==> src/rtl/thbt_pkg.sv <==
// ----------------------------------------------------------------------------
// thbt_pkg
// Types and constants shared by the timed host block table.
// ----------------------------------------------------------------------------
package thbt_pkg;

	localparam int IP_W   = 32;
	localparam int PORT_W = 16;
	localparam int MS_W   = 20;
	localparam int OP_W   = 2;

	// APB register map
	localparam int APB_DW = 32;
	localparam int APB_AW = 3;
	localparam logic ADDR_BLOCK_DURATION = 1'b0;	// word select, paddr[2]

	localparam logic [MS_W-1:0] BLOCK_MS_RESET = MS_W'(30000);

	// op codes; code 3 is unused and does nothing
	localparam logic [OP_W-1:0] OP_KICK  = 2'd0;
	localparam logic [OP_W-1:0] OP_QUERY = 2'd1;
	localparam logic [OP_W-1:0] OP_TICK  = 2'd2;

	typedef struct packed {
		logic [OP_W-1:0]   op;
		logic [IP_W-1:0]   ip_address;
		logic [PORT_W-1:0] port_number;
		logic [MS_W-1:0]   elapsed_ms;
	} in_item_t;

	typedef struct packed {
		logic is_blocked;
		logic insert_dropped;
	} out_item_t;

	// one table entry as held in the entry memory
	typedef struct packed {
		logic [IP_W-1:0]   ip;
		logic [PORT_W-1:0] port;
		logic [MS_W-1:0]   remaining_ms;
	} entry_t;

	typedef struct packed {
		logic   rd_en;
		logic   wr_en;
		entry_t wdata;
	} mem_req_t;

	typedef struct packed {
		logic      idle;
		logic      done;
		out_item_t result;
	} walk_status_t;

	typedef enum logic [1:0] {
		WS_IDLE,
		WS_SCAN,
		WS_DRAIN,
		WS_DONE
	} walk_state_t;

endpackage

==> src/rtl/thbt_mem.sv <==
// ----------------------------------------------------------------------------
// thbt_mem
// Entry memory: one write port, one read port, registered read data.
// ----------------------------------------------------------------------------
module thbt_mem #(
	parameter int DEPTH = 16,
	parameter int AW    = 4
) (
	input  logic              clk,
	input  thbt_pkg::mem_req_t req,
	input  logic [AW-1:0]     waddr,
	input  logic [AW-1:0]     raddr,
	output thbt_pkg::entry_t   rdata
);
	import thbt_pkg::*;

	entry_t mem [DEPTH];

	always_ff @(posedge clk) begin
		if (req.wr_en) begin
			mem[waddr] <= req.wdata;
		end
	end

	always_ff @(posedge clk) begin
		if (req.rd_en) begin
			rdata <= mem[raddr];
		end
	end

endmodule

==> src/rtl/thbt_walk.sv <==
// ----------------------------------------------------------------------------
// thbt_walk
// Sequencer: walks the table one entry per cycle, holds the valid bits and
// does the read-modify-write of the entry memory.
// ----------------------------------------------------------------------------
module thbt_walk #(
	parameter int ENTRIES = 16,
	parameter int IW      = 4
) (
	input  logic                       clk,
	input  logic                       arst_n,
	input  logic                       in_valid,
	input  thbt_pkg::in_item_t         in_item,
	input  logic [thbt_pkg::MS_W-1:0]  block_duration_ms,
	input  logic                       res_ready,
	output thbt_pkg::walk_status_t     status,
	output thbt_pkg::mem_req_t         mem_req,
	output logic [IW-1:0]              mem_waddr,
	output logic [IW-1:0]              mem_raddr,
	input  thbt_pkg::entry_t           mem_rdata
);
	import thbt_pkg::*;

	walk_state_t          state_q, state_d;
	in_item_t             cmd_q, cmd_d;
	out_item_t            acc_q, acc_d;
	logic [IW-1:0]        idx_q, idx_d;
	logic [IW-1:0]        idx_s1, idx_s1_d;
	logic                 vld_s1, vld_s1_d;
	logic [ENTRIES-1:0]   valid_q;
	logic [IW-1:0]        vsel;
	logic                 vbit;
	logic                 v_set, v_clr;
	logic                 last;

	// kick scans the valid bits directly; query/tick look at them at stage 1
	assign vsel = vld_s1 ? idx_s1 : idx_q;
	assign vbit = valid_q[vsel];
	assign last = (idx_q == IW'(ENTRIES - 1));

	always_ff @(posedge clk or negedge arst_n) begin
		if (!arst_n) begin
			state_q <= WS_IDLE;
			vld_s1  <= 1'b0;
		end else begin
			state_q <= state_d;
			vld_s1  <= vld_s1_d;
		end
	end

	always_ff @(posedge clk or negedge arst_n) begin
		if (!arst_n) begin
			valid_q <= '0;
		end else if (v_set) begin
			valid_q[vsel] <= 1'b1;
		end else if (v_clr) begin
			valid_q[vsel] <= 1'b0;
		end
	end

	always_ff @(posedge clk) begin
		cmd_q  <= cmd_d;
		acc_q  <= acc_d;
		idx_q  <= idx_d;
		idx_s1 <= idx_s1_d;
	end

	always_comb begin
		state_d    = state_q;
		cmd_d      = cmd_q;
		acc_d      = acc_q;
		idx_d      = idx_q;
		idx_s1_d   = idx_s1;
		vld_s1_d   = 1'b0;
		v_set      = 1'b0;
		v_clr      = 1'b0;
		mem_req    = '0;
		mem_waddr  = idx_q;
		mem_raddr  = idx_q;
		status     = '0;
		status.result = acc_q;

		// stage 1: read data for idx_s1 is back
		if (vld_s1 && vbit) begin
			if (cmd_q.op == OP_QUERY) begin
				if (mem_rdata.ip == cmd_q.ip_address) begin
					acc_d.is_blocked = 1'b1;
				end
			end else if (mem_rdata.remaining_ms < cmd_q.elapsed_ms) begin
				v_clr = 1'b1;
			end else begin
				mem_req.wr_en              = 1'b1;
				mem_waddr                  = idx_s1;
				mem_req.wdata.ip           = mem_rdata.ip;
				mem_req.wdata.port         = mem_rdata.port;
				mem_req.wdata.remaining_ms = mem_rdata.remaining_ms - cmd_q.elapsed_ms;
			end
		end

		case (state_q)
			WS_IDLE: begin
				status.idle = 1'b1;
				if (in_valid) begin
					cmd_d = in_item;
					acc_d = '0;
					idx_d = '0;
					if (in_item.op == OP_KICK || in_item.op == OP_QUERY ||
					    in_item.op == OP_TICK) begin
						state_d = WS_SCAN;
					end else begin
						state_d = WS_DONE;
					end
				end
			end
			WS_SCAN: begin
				if (cmd_q.op == OP_KICK) begin
					if (!vbit) begin
						v_set                      = 1'b1;
						mem_req.wr_en              = 1'b1;
						mem_req.wdata.ip           = cmd_q.ip_address;
						mem_req.wdata.port         = cmd_q.port_number;
						mem_req.wdata.remaining_ms = block_duration_ms;
						state_d                    = WS_DONE;
					end else if (last) begin
						acc_d.insert_dropped = 1'b1;
						state_d              = WS_DONE;
					end else begin
						idx_d = idx_q + IW'(1);
					end
				end else begin
					mem_req.rd_en = 1'b1;
					vld_s1_d      = 1'b1;
					idx_s1_d      = idx_q;
					if (last) begin
						state_d = WS_DRAIN;
					end else begin
						idx_d = idx_q + IW'(1);
					end
				end
			end
			WS_DRAIN: begin
				state_d = WS_DONE;
			end
			WS_DONE: begin
				if (res_ready) begin
					status.done = 1'b1;
					state_d     = WS_IDLE;
				end
			end
			default: begin
				state_d = WS_IDLE;
			end
		endcase
	end

endmodule

==> src/rtl/timed_host_block_table.sv <==
// ----------------------------------------------------------------------------
// timed_host_block_table
// Table of blocked hosts with a per-entry countdown, APB duration register.
// ----------------------------------------------------------------------------
// Usage: items enter on in_valid/in_stall and each gives exactly one result on
// out_valid/out_stall. A kick (op 0) stores address and port in the lowest
// free slot with the block duration from the APB register at byte 0 (20 bits,
// reset 30000 ms); with no free slot the kick is dropped and insert_dropped
// is set. A query (op 1) sets is_blocked when any live slot holds the same
// IPv4 address (port ignored). A tick (op 2) takes elapsed_ms off every live
// slot and frees those whose remaining time is below elapsed_ms, so a slot at
// exactly zero lasts one more tick. Op 3 does nothing and returns zeros.
// Sequencing: the sequencer walks the entries one per cycle through an entry
// memory with one read port and one write port. A kick stops at the first
// free slot, or at the last slot when the table is full; a query or tick
// reads every entry and then waits in a drain state for the last read; op 3
// goes straight to the result. While the result register holds a stalled
// result, the finished item waits in the sequencer and the input stays
// stalled. One item is in flight at a time; the finished result sits in an
// output register, so it may wait there while the next item is accepted.
// The entry valid bits are flops cleared by reset; no memory clear pass is
// needed.
// ----------------------------------------------------------------------------
module timed_host_block_table #(
	parameter int TABLE_ENTRIES = 16
) (
	input  logic                          clk,
	input  logic                          arst_n,
	// item input
	input  logic                          in_valid,
	output logic                          in_stall,
	input  thbt_pkg::in_item_t            in_item,
	// result output
	output logic                          out_valid,
	input  logic                          out_stall,
	output thbt_pkg::out_item_t           out_item,
	// APB configuration
	input  logic                          psel,
	input  logic                          penable,
	input  logic                          pwrite,
	input  logic [thbt_pkg::APB_AW-1:0]   paddr,
	input  logic [thbt_pkg::APB_DW-1:0]   pwdata,
	output logic [thbt_pkg::APB_DW-1:0]   prdata,
	output logic                          pready
);
	import thbt_pkg::*;

	localparam int IW = $clog2(TABLE_ENTRIES);

	logic [MS_W-1:0] dur_q;
	logic            cfg_wr;
	logic            out_valid_q;
	out_item_t       out_item_q;
	logic            res_ready;
	walk_status_t    walk_st;
	mem_req_t        mem_req;
	logic [IW-1:0]   mem_waddr;
	logic [IW-1:0]   mem_raddr;
	entry_t          mem_rdata;

	// APB: pready is always high, word select on paddr[2]
	assign pready = 1'b1;
	assign cfg_wr = psel && penable && pwrite && pready &&
	                (paddr[2] == ADDR_BLOCK_DURATION);
	assign prdata = (paddr[2] == ADDR_BLOCK_DURATION) ? APB_DW'(dur_q) : '0;

	always_ff @(posedge clk or negedge arst_n) begin
		if (!arst_n) begin
			dur_q <= BLOCK_MS_RESET;
		end else if (cfg_wr) begin
			dur_q <= pwdata[MS_W-1:0];
		end
	end

	// input is taken only while the sequencer is idle
	assign in_stall = !walk_st.idle;

	// result register: the sequencer hands over only when it is free or draining
	assign res_ready = !out_valid_q || !out_stall;

	always_ff @(posedge clk or negedge arst_n) begin
		if (!arst_n) begin
			out_valid_q <= 1'b0;
		end else if (walk_st.done) begin
			out_valid_q <= 1'b1;
		end else if (!out_stall) begin
			out_valid_q <= 1'b0;
		end
	end

	always_ff @(posedge clk) begin
		if (walk_st.done) begin
			out_item_q <= walk_st.result;
		end
	end

	assign out_valid = out_valid_q;
	assign out_item  = out_item_q;

	thbt_walk #(
		.ENTRIES (TABLE_ENTRIES),
		.IW      (IW)
	) u_walk (
		.clk               (clk),
		.arst_n            (arst_n),
		.in_valid          (in_valid),
		.in_item           (in_item),
		.block_duration_ms (dur_q),
		.res_ready         (res_ready),
		.status            (walk_st),
		.mem_req           (mem_req),
		.mem_waddr         (mem_waddr),
		.mem_raddr         (mem_raddr),
		.mem_rdata         (mem_rdata)
	);

	thbt_mem #(
		.DEPTH (TABLE_ENTRIES),
		.AW    (IW)
	) u_mem (
		.clk   (clk),
		.req   (mem_req),
		.waddr (mem_waddr),
		.raddr (mem_raddr),
		.rdata (mem_rdata)
	);

`ifndef SYNTHESIS
	// a handover never overwrites a result that is still stalled
	a_no_overwrite: assert property (@(posedge clk) disable iff (!arst_n)
		walk_st.done |-> (!out_valid_q || !out_stall))
		else $error("result register overwritten");

	// one item in flight: an accepted item stalls the input next cycle
	a_one_in_flight: assert property (@(posedge clk) disable iff (!arst_n)
		(in_valid && !in_stall) |=> in_stall)
		else $error("second item accepted while busy");

	// a result never reports both a hit and a dropped insert
	a_result_exclusive: assert property (@(posedge clk) disable iff (!arst_n)
		out_valid |-> !(out_item.is_blocked && out_item.insert_dropped))
		else $error("both result flags set");

	// the duration register takes the written value
	a_cfg_write: assert property (@(posedge clk) disable iff (!arst_n)
		cfg_wr |=> (dur_q == $past(pwdata[MS_W-1:0])))
		else $error("duration register write lost");
`endif

endmodule

==> config.mk <==
export PLATFORM = sky130hd
export DESIGN_NAME = timed_host_block_table
export DESIGN_NICKNAME = d
export VERILOG_FILES = /design/src/rtl/thbt_pkg.sv /design/src/rtl/thbt_mem.sv /design/src/rtl/thbt_walk.sv /design/src/rtl/timed_host_block_table.sv
export SDC_FILE = /design/constraint.sdc
export NUM_CORES = 1
export LEC_CHECK = 0
export ABC_AREA = 1
export BUFFER_PORTS_ARGS = -buffer_cell sky130_fd_sc_hd__buf_2
export CORE_MARGIN = 5
export CORE_UTILIZATION = 50
export CTS_CLUSTER_DIAMETER = 200
export DETAILED_ROUTE_END_ITERATION = 10
export MAX_ROUTING_LAYER = met4
export PLACE_DENSITY = 0.69
export SYNTH_ARGS = -nofsm -noshare
export SYNTH_HDL_FRONTEND = slang
export SYNTH_SLANG_ARGS = --single-unit
==> constraint.sdc <==
create_clock -name clk -period 4.5 [get_ports clk]
set_input_delay 0.45 -clock clk [delete_from_list [all_inputs] [get_ports clk]]
set_output_delay 0.45 -clock clk [all_outputs]
set_load 0.02 [all_outputs]
==> metrics.txt <==
# TYPE chip_impl_metric gauge
chip_impl_metric{name="grt_pass1_vias",unit=""} 26330
chip_impl_info{name="timing.hold.worst.class",value="in2reg"} 1
chip_impl_info{name="yosys-top-cells-area",value="sky130_fd_sc_hd__edfxtp_1 71%, sky130_fd_sc_hd__o21ai_0 5.5%, sky130_fd_sc_hd__nor2_1 4.9%, sky130_fd_sc_hd__nand2_1 2.7%, sky130_fd_sc_hd__o22ai_1 2.7%"} 1
chip_impl_metric{name="via_per_inst",unit=""} 5.98
chip_impl_metric{name="yosys.area_share.simple",unit="%"} 9.90
chip_impl_metric{name="finClkSkew",unit="ns"} 0.0754
chip_impl_metric{name="final_core_utilization",unit="%"} 58.4
chip_impl_metric{name="std_cell_rows",unit=""} 103
chip_impl_metric{name="leakage_component_of_the_power",unit="nW"} 16.3
chip_impl_metric{name="place.detailed.hpwl",unit="um"} 54800
chip_impl_metric{name="ios",unit=""} 149
chip_impl_metric{name="worst_ep_arrival_time",unit="ns"} 4.30
chip_impl_metric{name="antenna_found_initial",unit=""} 0
chip_impl_metric{name="synthesis.area_per_instance",unit="um^2"} 12.8
chip_impl_metric{name="finish.cell_count_without_fillers",unit=""} 4442
chip_impl_info{name="rsz0062_at_grt",value="no"} 1
chip_impl_metric{name="cts_hold_buf",unit=""} 63
chip_impl_metric{name="port_buffers",unit=""} 105
chip_impl_info{name="worst-setup-path-type",value="reg2reg"} 1
chip_impl_metric{name="sw_ratio",unit="%"} 35.6
chip_impl_metric{name="first_pass_iters",unit=""} 6
chip_impl_info{name="crit_path_cell_trace",value="ha_1 -> nand2_1 -> inv_1 -> nand2_1 -> a21oi_1 -> nor2_1 -> nand3_1 -> nand2_1 -> inv_1 -> nand3_2 -> buf_4 -> nand2_1 -> nand2_1 -> nand3_2 -> nor2_4 -> buf_4"} 1
chip_impl_info{name="outcome",value="completed"} 1
chip_impl_metric{name="placement.setup.worst_slack",unit="ns"} 0.569
chip_impl_metric{name="clk-insertion-delay-late",unit="ns"} 0.69
chip_impl_metric{name="wl_per_cell",unit="um"} 23.0
chip_impl_info{name="cts_tree",value="built"} 1
chip_impl_metric{name="ant_nets",unit=""} 0
chip_impl_metric{name="dr_wl_met2",unit="um"} 49300
chip_impl_info{name="cp_common_cell",value="sky130_fd_sc_hd__nand2_1"} 1
chip_impl_metric{name="ys_ff_latch",unit=""} 990
chip_impl_metric{name="synth-seq-area-share",unit="%"} 73.9
chip_impl_metric{name="tightestPinTransition",unit="ns"} 1.36
chip_impl_metric{name="yosysWarningCount",unit=""} 0
chip_impl_metric{name="first_pass_grt_wire_length",unit="um"} 156000
chip_impl_metric{name="synth-compound-area-share",unit="%"} 11.5
chip_impl_metric{name="achievable-frequency",unit="MHz"} 249
chip_impl_info{name="worst_setup_ep_type",value="register"} 1
chip_impl_metric{name="reg2reg_depth",unit=""} 16
chip_impl_metric{name="cts_htree_levels",unit=""} 3
chip_impl_metric{name="synthDominantCellAreaShare",unit="%"} 71.3
chip_impl_info{name="top_signal_layer_used",value="met4"} 1
chip_impl_metric{name="post_synth_inst_count",unit=""} 3127
chip_impl_metric{name="whs_path_cells",unit=""} 1
chip_impl_metric{name="syn_area",unit="mm^2"} 0.0400
chip_impl_metric{name="tritoncts_num_sinks",unit=""} 990
chip_impl_metric{name="power.net_switching",unit="W"} 0.0104
chip_impl_info{name="crit_path_top_delay_cell",value="sky130_fd_sc_hd__buf_4"} 1
chip_impl_info{name="yosys.area.top_type",value="sky130_fd_sc_hd__edfxtp_1"} 1
chip_impl_metric{name="pnr_total_power",unit="W"} 0.0293
chip_impl_metric{name="crit_path_max_fanout",unit=""} 24
chip_impl_metric{name="power-per-cell-area",unit="mW/mm^2"} 635
chip_impl_metric{name="cts-root-to-sink-buffers",unit=""} 3
chip_impl_metric{name="critical_path_cell_count",unit=""} 16
chip_impl_info{name="critical_path.startpoint_type",value="register"} 1
chip_impl_metric{name="cts.repair.resized",unit=""} 0
chip_impl_metric{name="synth-adder-area-share",unit="%"} 0.833
chip_impl_metric{name="drc",unit=""} 0
chip_impl_metric{name="grt_max_degree",unit=""} 271
chip_impl_metric{name="timing_max_transition_violations_final",unit=""} 0
chip_impl_metric{name="grt_use_total",unit="%"} 24.0
chip_impl_metric{name="numCtsBuffers",unit=""} 101
chip_impl_metric{name="max-slew-margin-rel",unit="%"} 9.25
chip_impl_metric{name="asyncSetResetFlopFracSynth",unit="%"} 4.04
chip_impl_metric{name="final_critical_path_setup_slack",unit="ns"} 0.492
chip_impl_metric{name="routabilityCongestion",unit=""} 0.847
chip_impl_metric{name="max_stage_delay",unit="ns"} 0.46
chip_impl_metric{name="layout-drive-gt1-share",unit="%"} 12.3
chip_impl_metric{name="detail_route.wirelength",unit="um"} 102000
chip_impl_metric{name="cts_post_setup_buffers_inserted",unit=""} 0
chip_impl_metric{name="globalRoute.totalOverflow",unit=""} 0
chip_impl_metric{name="power.internal",unit="W"} 0.0189
chip_impl_metric{name="final_nets",unit=""} 3442
chip_impl_metric{name="clock_transition_at_the_registers_of_the_reported_paths",unit="ns"} 0.06
chip_impl_metric{name="die_height",unit="um"} 293
chip_impl_info{name="timing.critical_path.max_delay_family",value="simple AND/OR/NAND/NOR gates"} 1
chip_impl_info{name="ctsRootBufferMaster",value="sky130_fd_sc_hd__clkbuf_16"} 1
chip_impl_metric{name="post_synth_xor_area_fraction",unit="%"} 0.548
chip_impl_metric{name="critPathBufInv",unit=""} 4
chip_impl_metric{name="pwr-share-clk",unit="%"} 29.7
chip_impl_metric{name="combinationalPowerShare",unit="%"} 30.7
chip_impl_metric{name="die_width",unit="um"} 293
chip_impl_metric{name="layout-area-overhead-vs-synth",unit="%"} 15.6
chip_impl_metric{name="hold_viol_final",unit=""} 0
chip_impl_metric{name="vias",unit=""} 26562
chip_impl_metric{name="floorplan.core_area",unit="mm^2"} 0.0791
chip_impl_metric{name="cp_data_required_time",unit="ns"} 4.79
chip_impl_metric{name="initial_utilization",unit="%"} 50.5
chip_impl_metric{name="layout.cell_area.non_filler",unit="mm^2"} 0.0462
chip_impl_info{name="dominantRegCellSynth",value="sky130_fd_sc_hd__edfxtp_1"} 1
chip_impl_metric{name="peak_supply_drop",unit="mV"} 0.709
chip_impl_metric{name="final_period_utilization",unit="%"} 89.1
chip_impl_metric{name="min_period",unit="ns"} 4.01
chip_impl_metric{name="synth_edf_count",unit=""} 949
chip_impl_metric{name="antenna-diode-count",unit=""} 0
chip_impl_metric{name="routed-wl-met3",unit="um"} 9530
chip_impl_metric{name="dp_cells",unit=""} 4188
chip_impl_metric{name="met1Wirelength",unit="um"} 41100
chip_impl_metric{name="drt_iter0_drc",unit=""} 3157
chip_impl_metric{name="synthMuxAreaShare",unit="%"} 0
chip_impl_info{name="main_combinational_cell_family_by_area_after_synthesis",value="compound AO/OA/AOI/OAI gates"} 1
chip_impl_metric{name="sequentialPowerShare",unit="%"} 39.7
chip_impl_metric{name="design.die.area",unit="mm^2"} 0.0857
chip_impl_metric{name="timing.max_cap.violations",unit=""} 0
chip_impl_metric{name="setup_viol",unit=""} 0
chip_impl_metric{name="synth.lib_cells_used.distinct",unit=""} 44
chip_impl_metric{name="place_area",unit="mm^2"} 0.0420
-- synthesized netlist by cell type, types with 3 or more instances --
| cell type | n |
|---|---|
| sky130_fd_sc_hd__buf_6 | 6 |
| sky130_fd_sc_hd__nor4_1 | 4 |
| sky130_fd_sc_hd__buf_4 | 13 |
| sky130_fd_sc_hd__a21o_1 | 4 |
| sky130_fd_sc_hd__dfstp_2 | 7 |
| sky130_fd_sc_hd__dfrtp_1 | 33 |
| sky130_fd_sc_hd__edfxtp_1 | 949 |
| sky130_fd_sc_hd__nor2_2 | 3 |
| sky130_fd_sc_hd__xnor2_1 | 10 |
| sky130_fd_sc_hd__a21oi_1 | 45 |
| sky130_fd_sc_hd__a31oi_1 | 3 |
| sky130_fd_sc_hd__nand2_4 | 3 |
| sky130_fd_sc_hd__a22o_1 | 11 |
| sky130_fd_sc_hd__o21ai_0 | 437 |
| sky130_fd_sc_hd__o22ai_1 | 170 |
| sky130_fd_sc_hd__o221ai_1 | 88 |
| sky130_fd_sc_hd__buf_2 | 11 |
| sky130_fd_sc_hd__xor2_1 | 15 |
| sky130_fd_sc_hd__nor2_1 | 517 |
| sky130_fd_sc_hd__nand4_1 | 3 |
| sky130_fd_sc_hd__inv_1 | 110 |
| sky130_fd_sc_hd__buf_1 | 14 |
| sky130_fd_sc_hd__o21ai_2 | 3 |
| sky130_fd_sc_hd__o21ai_1 | 3 |
| sky130_fd_sc_hd__nand3_2 | 5 |
| sky130_fd_sc_hd__clkbuf_1 | 159 |
| sky130_fd_sc_hd__nand3_1 | 141 |
| sky130_fd_sc_hd__nand2_1 | 286 |
| sky130_fd_sc_hd__nand2_2 | 4 |
| sky130_fd_sc_hd__ha_1 | 25 |
| sky130_fd_sc_hd__o211ai_1 | 18 |
| sky130_fd_sc_hd__nor3_1 | 4 |
| sky130_fd_sc_hd__inv_2 | 8 |
-- worst register-to-register path: stages, from the launching register on --
cell and delay [ns]:
sky130_fd_sc_hd__edfxtp_1 0.38, sky130_fd_sc_hd__ha_1 0.38, sky130_fd_sc_hd__nand2_1 0.12, sky130_fd_sc_hd__inv_1 0.07, sky130_fd_sc_hd__nand2_1 0.09, sky130_fd_sc_hd__a21oi_1 0.06
sky130_fd_sc_hd__nor2_1 0.23, sky130_fd_sc_hd__nand3_1 0.24, sky130_fd_sc_hd__nand2_1 0.19, sky130_fd_sc_hd__inv_1 0.12, sky130_fd_sc_hd__nand3_2 0.23, sky130_fd_sc_hd__buf_4 0.31
sky130_fd_sc_hd__nand2_1 0.08, sky130_fd_sc_hd__nand2_1 0.16, sky130_fd_sc_hd__nand3_2 0.25, sky130_fd_sc_hd__nor2_4 0.23, sky130_fd_sc_hd__buf_4 0.46
-- flip-flops by register name, indices dropped and copies added (netlist names), named ones only --
register / count
dur_q: 20
out_item: 2
out_valid: 1
u_mem.mem: 832
u_mem.rdata: 52
u_walk.cmd_q: 54
u_walk.idx_s1: 4
u_walk.mem_raddr: 4
u_walk.state_q: 2
u_walk.status: 2
u_walk.vld_s1: 1
-- power by group through the flow --
stage	Sequential, W	Combinational [W]	Clock [W]
after floorplan	0.0117	0.00599	0
after global placement	0.0118	0.00852	0
after detailed placement	0.0118	0.00879	0
after CTS	0.0116	0.00890	0.00882
after global routing	0.0117	0.00987	0.00922
final	0.0116	0.00900	0.00870
-- per-stage QoR --
stage | hold WS (ns) | TNS [ns]
2_1_floorplan | 0.154 | -217.80
3_3_place_gp | 0.422 | 0
3_5_place_dp | 0.405 | 0
4_1_cts | 0.000177 | 0
5_1_grt | 0.00874 | 0
6_report | 0.0335 | 0
-- layer usage --
metal	up-vias	global-route usage [%]
met4	0	6.49
met2	1366	38.3
met5	-	-
li1	11867	-
met1	13154	32.7
met3	175	4.01
-- logic make-up (layout without fill, tap and decap cells) --
family	Yosys count	in the layout
buffers and inverters	322	576
XOR/XNOR	25	25
AO/OA/AOI/OAI	787	787
adder cells (fa/ha/maj)	26	26
other	2	13
AND/OR/NAND/NOR	975	975
flip-flops	990	990
-- cell type report --
| class | instances | area, um^2 |
|---|---|---|
| fill | 6111 | 32900 |
| tap | 1050 | 1310 |
| sequential | 990 | 29500 |
| multi-input combinational | 1826 | 9310 |
| inverter | 119 | 460 |
| clock inverter | 73 | 901 |
| clock buffer | 118 | 2610 |
| timing repair buffer | 266 | 2070 |
-- final timing paths --
kind | startpoint | endpoint | slack, ns
min reg2reg | u_walk.status[0] | out_item[0] | 0.42
max | u_mem.rdata[14] | u_mem.mem[8][38] | 0.49
min | in_item[69] | u_walk.cmd_q[69] | 0.03
max in group asynchronous | arst_n | dur_q[3] | 3.43
min in group asynchronous | arst_n | async pin | 0.45
max reg2reg | u_mem.rdata[14] | u_mem.mem[8][38] | 0.49
-- placed cells by master (no fill, tap or decap), types with 33 or more instances in the layout --
master                          count
sky130_fd_sc_hd__o221ai_1          88
sky130_fd_sc_hd__clkbuf_16        101
sky130_fd_sc_hd__o21ai_0          437
sky130_fd_sc_hd__inv_1            107
sky130_fd_sc_hd__edfxtp_1         949
sky130_fd_sc_hd__o22ai_1          170
sky130_fd_sc_hd__nand2_1          286
sky130_fd_sc_hd__nor2_1           499
sky130_fd_sc_hd__a21oi_1           45
sky130_fd_sc_hd__nand3_1          141
sky130_fd_sc_hd__dfrtp_1           33
sky130_fd_sc_hd__buf_4             84
sky130_fd_sc_hd__dlygate4sd3_1     63
sky130_fd_sc_hd__buf_2            105
Power figures use the tool's default switching activity.
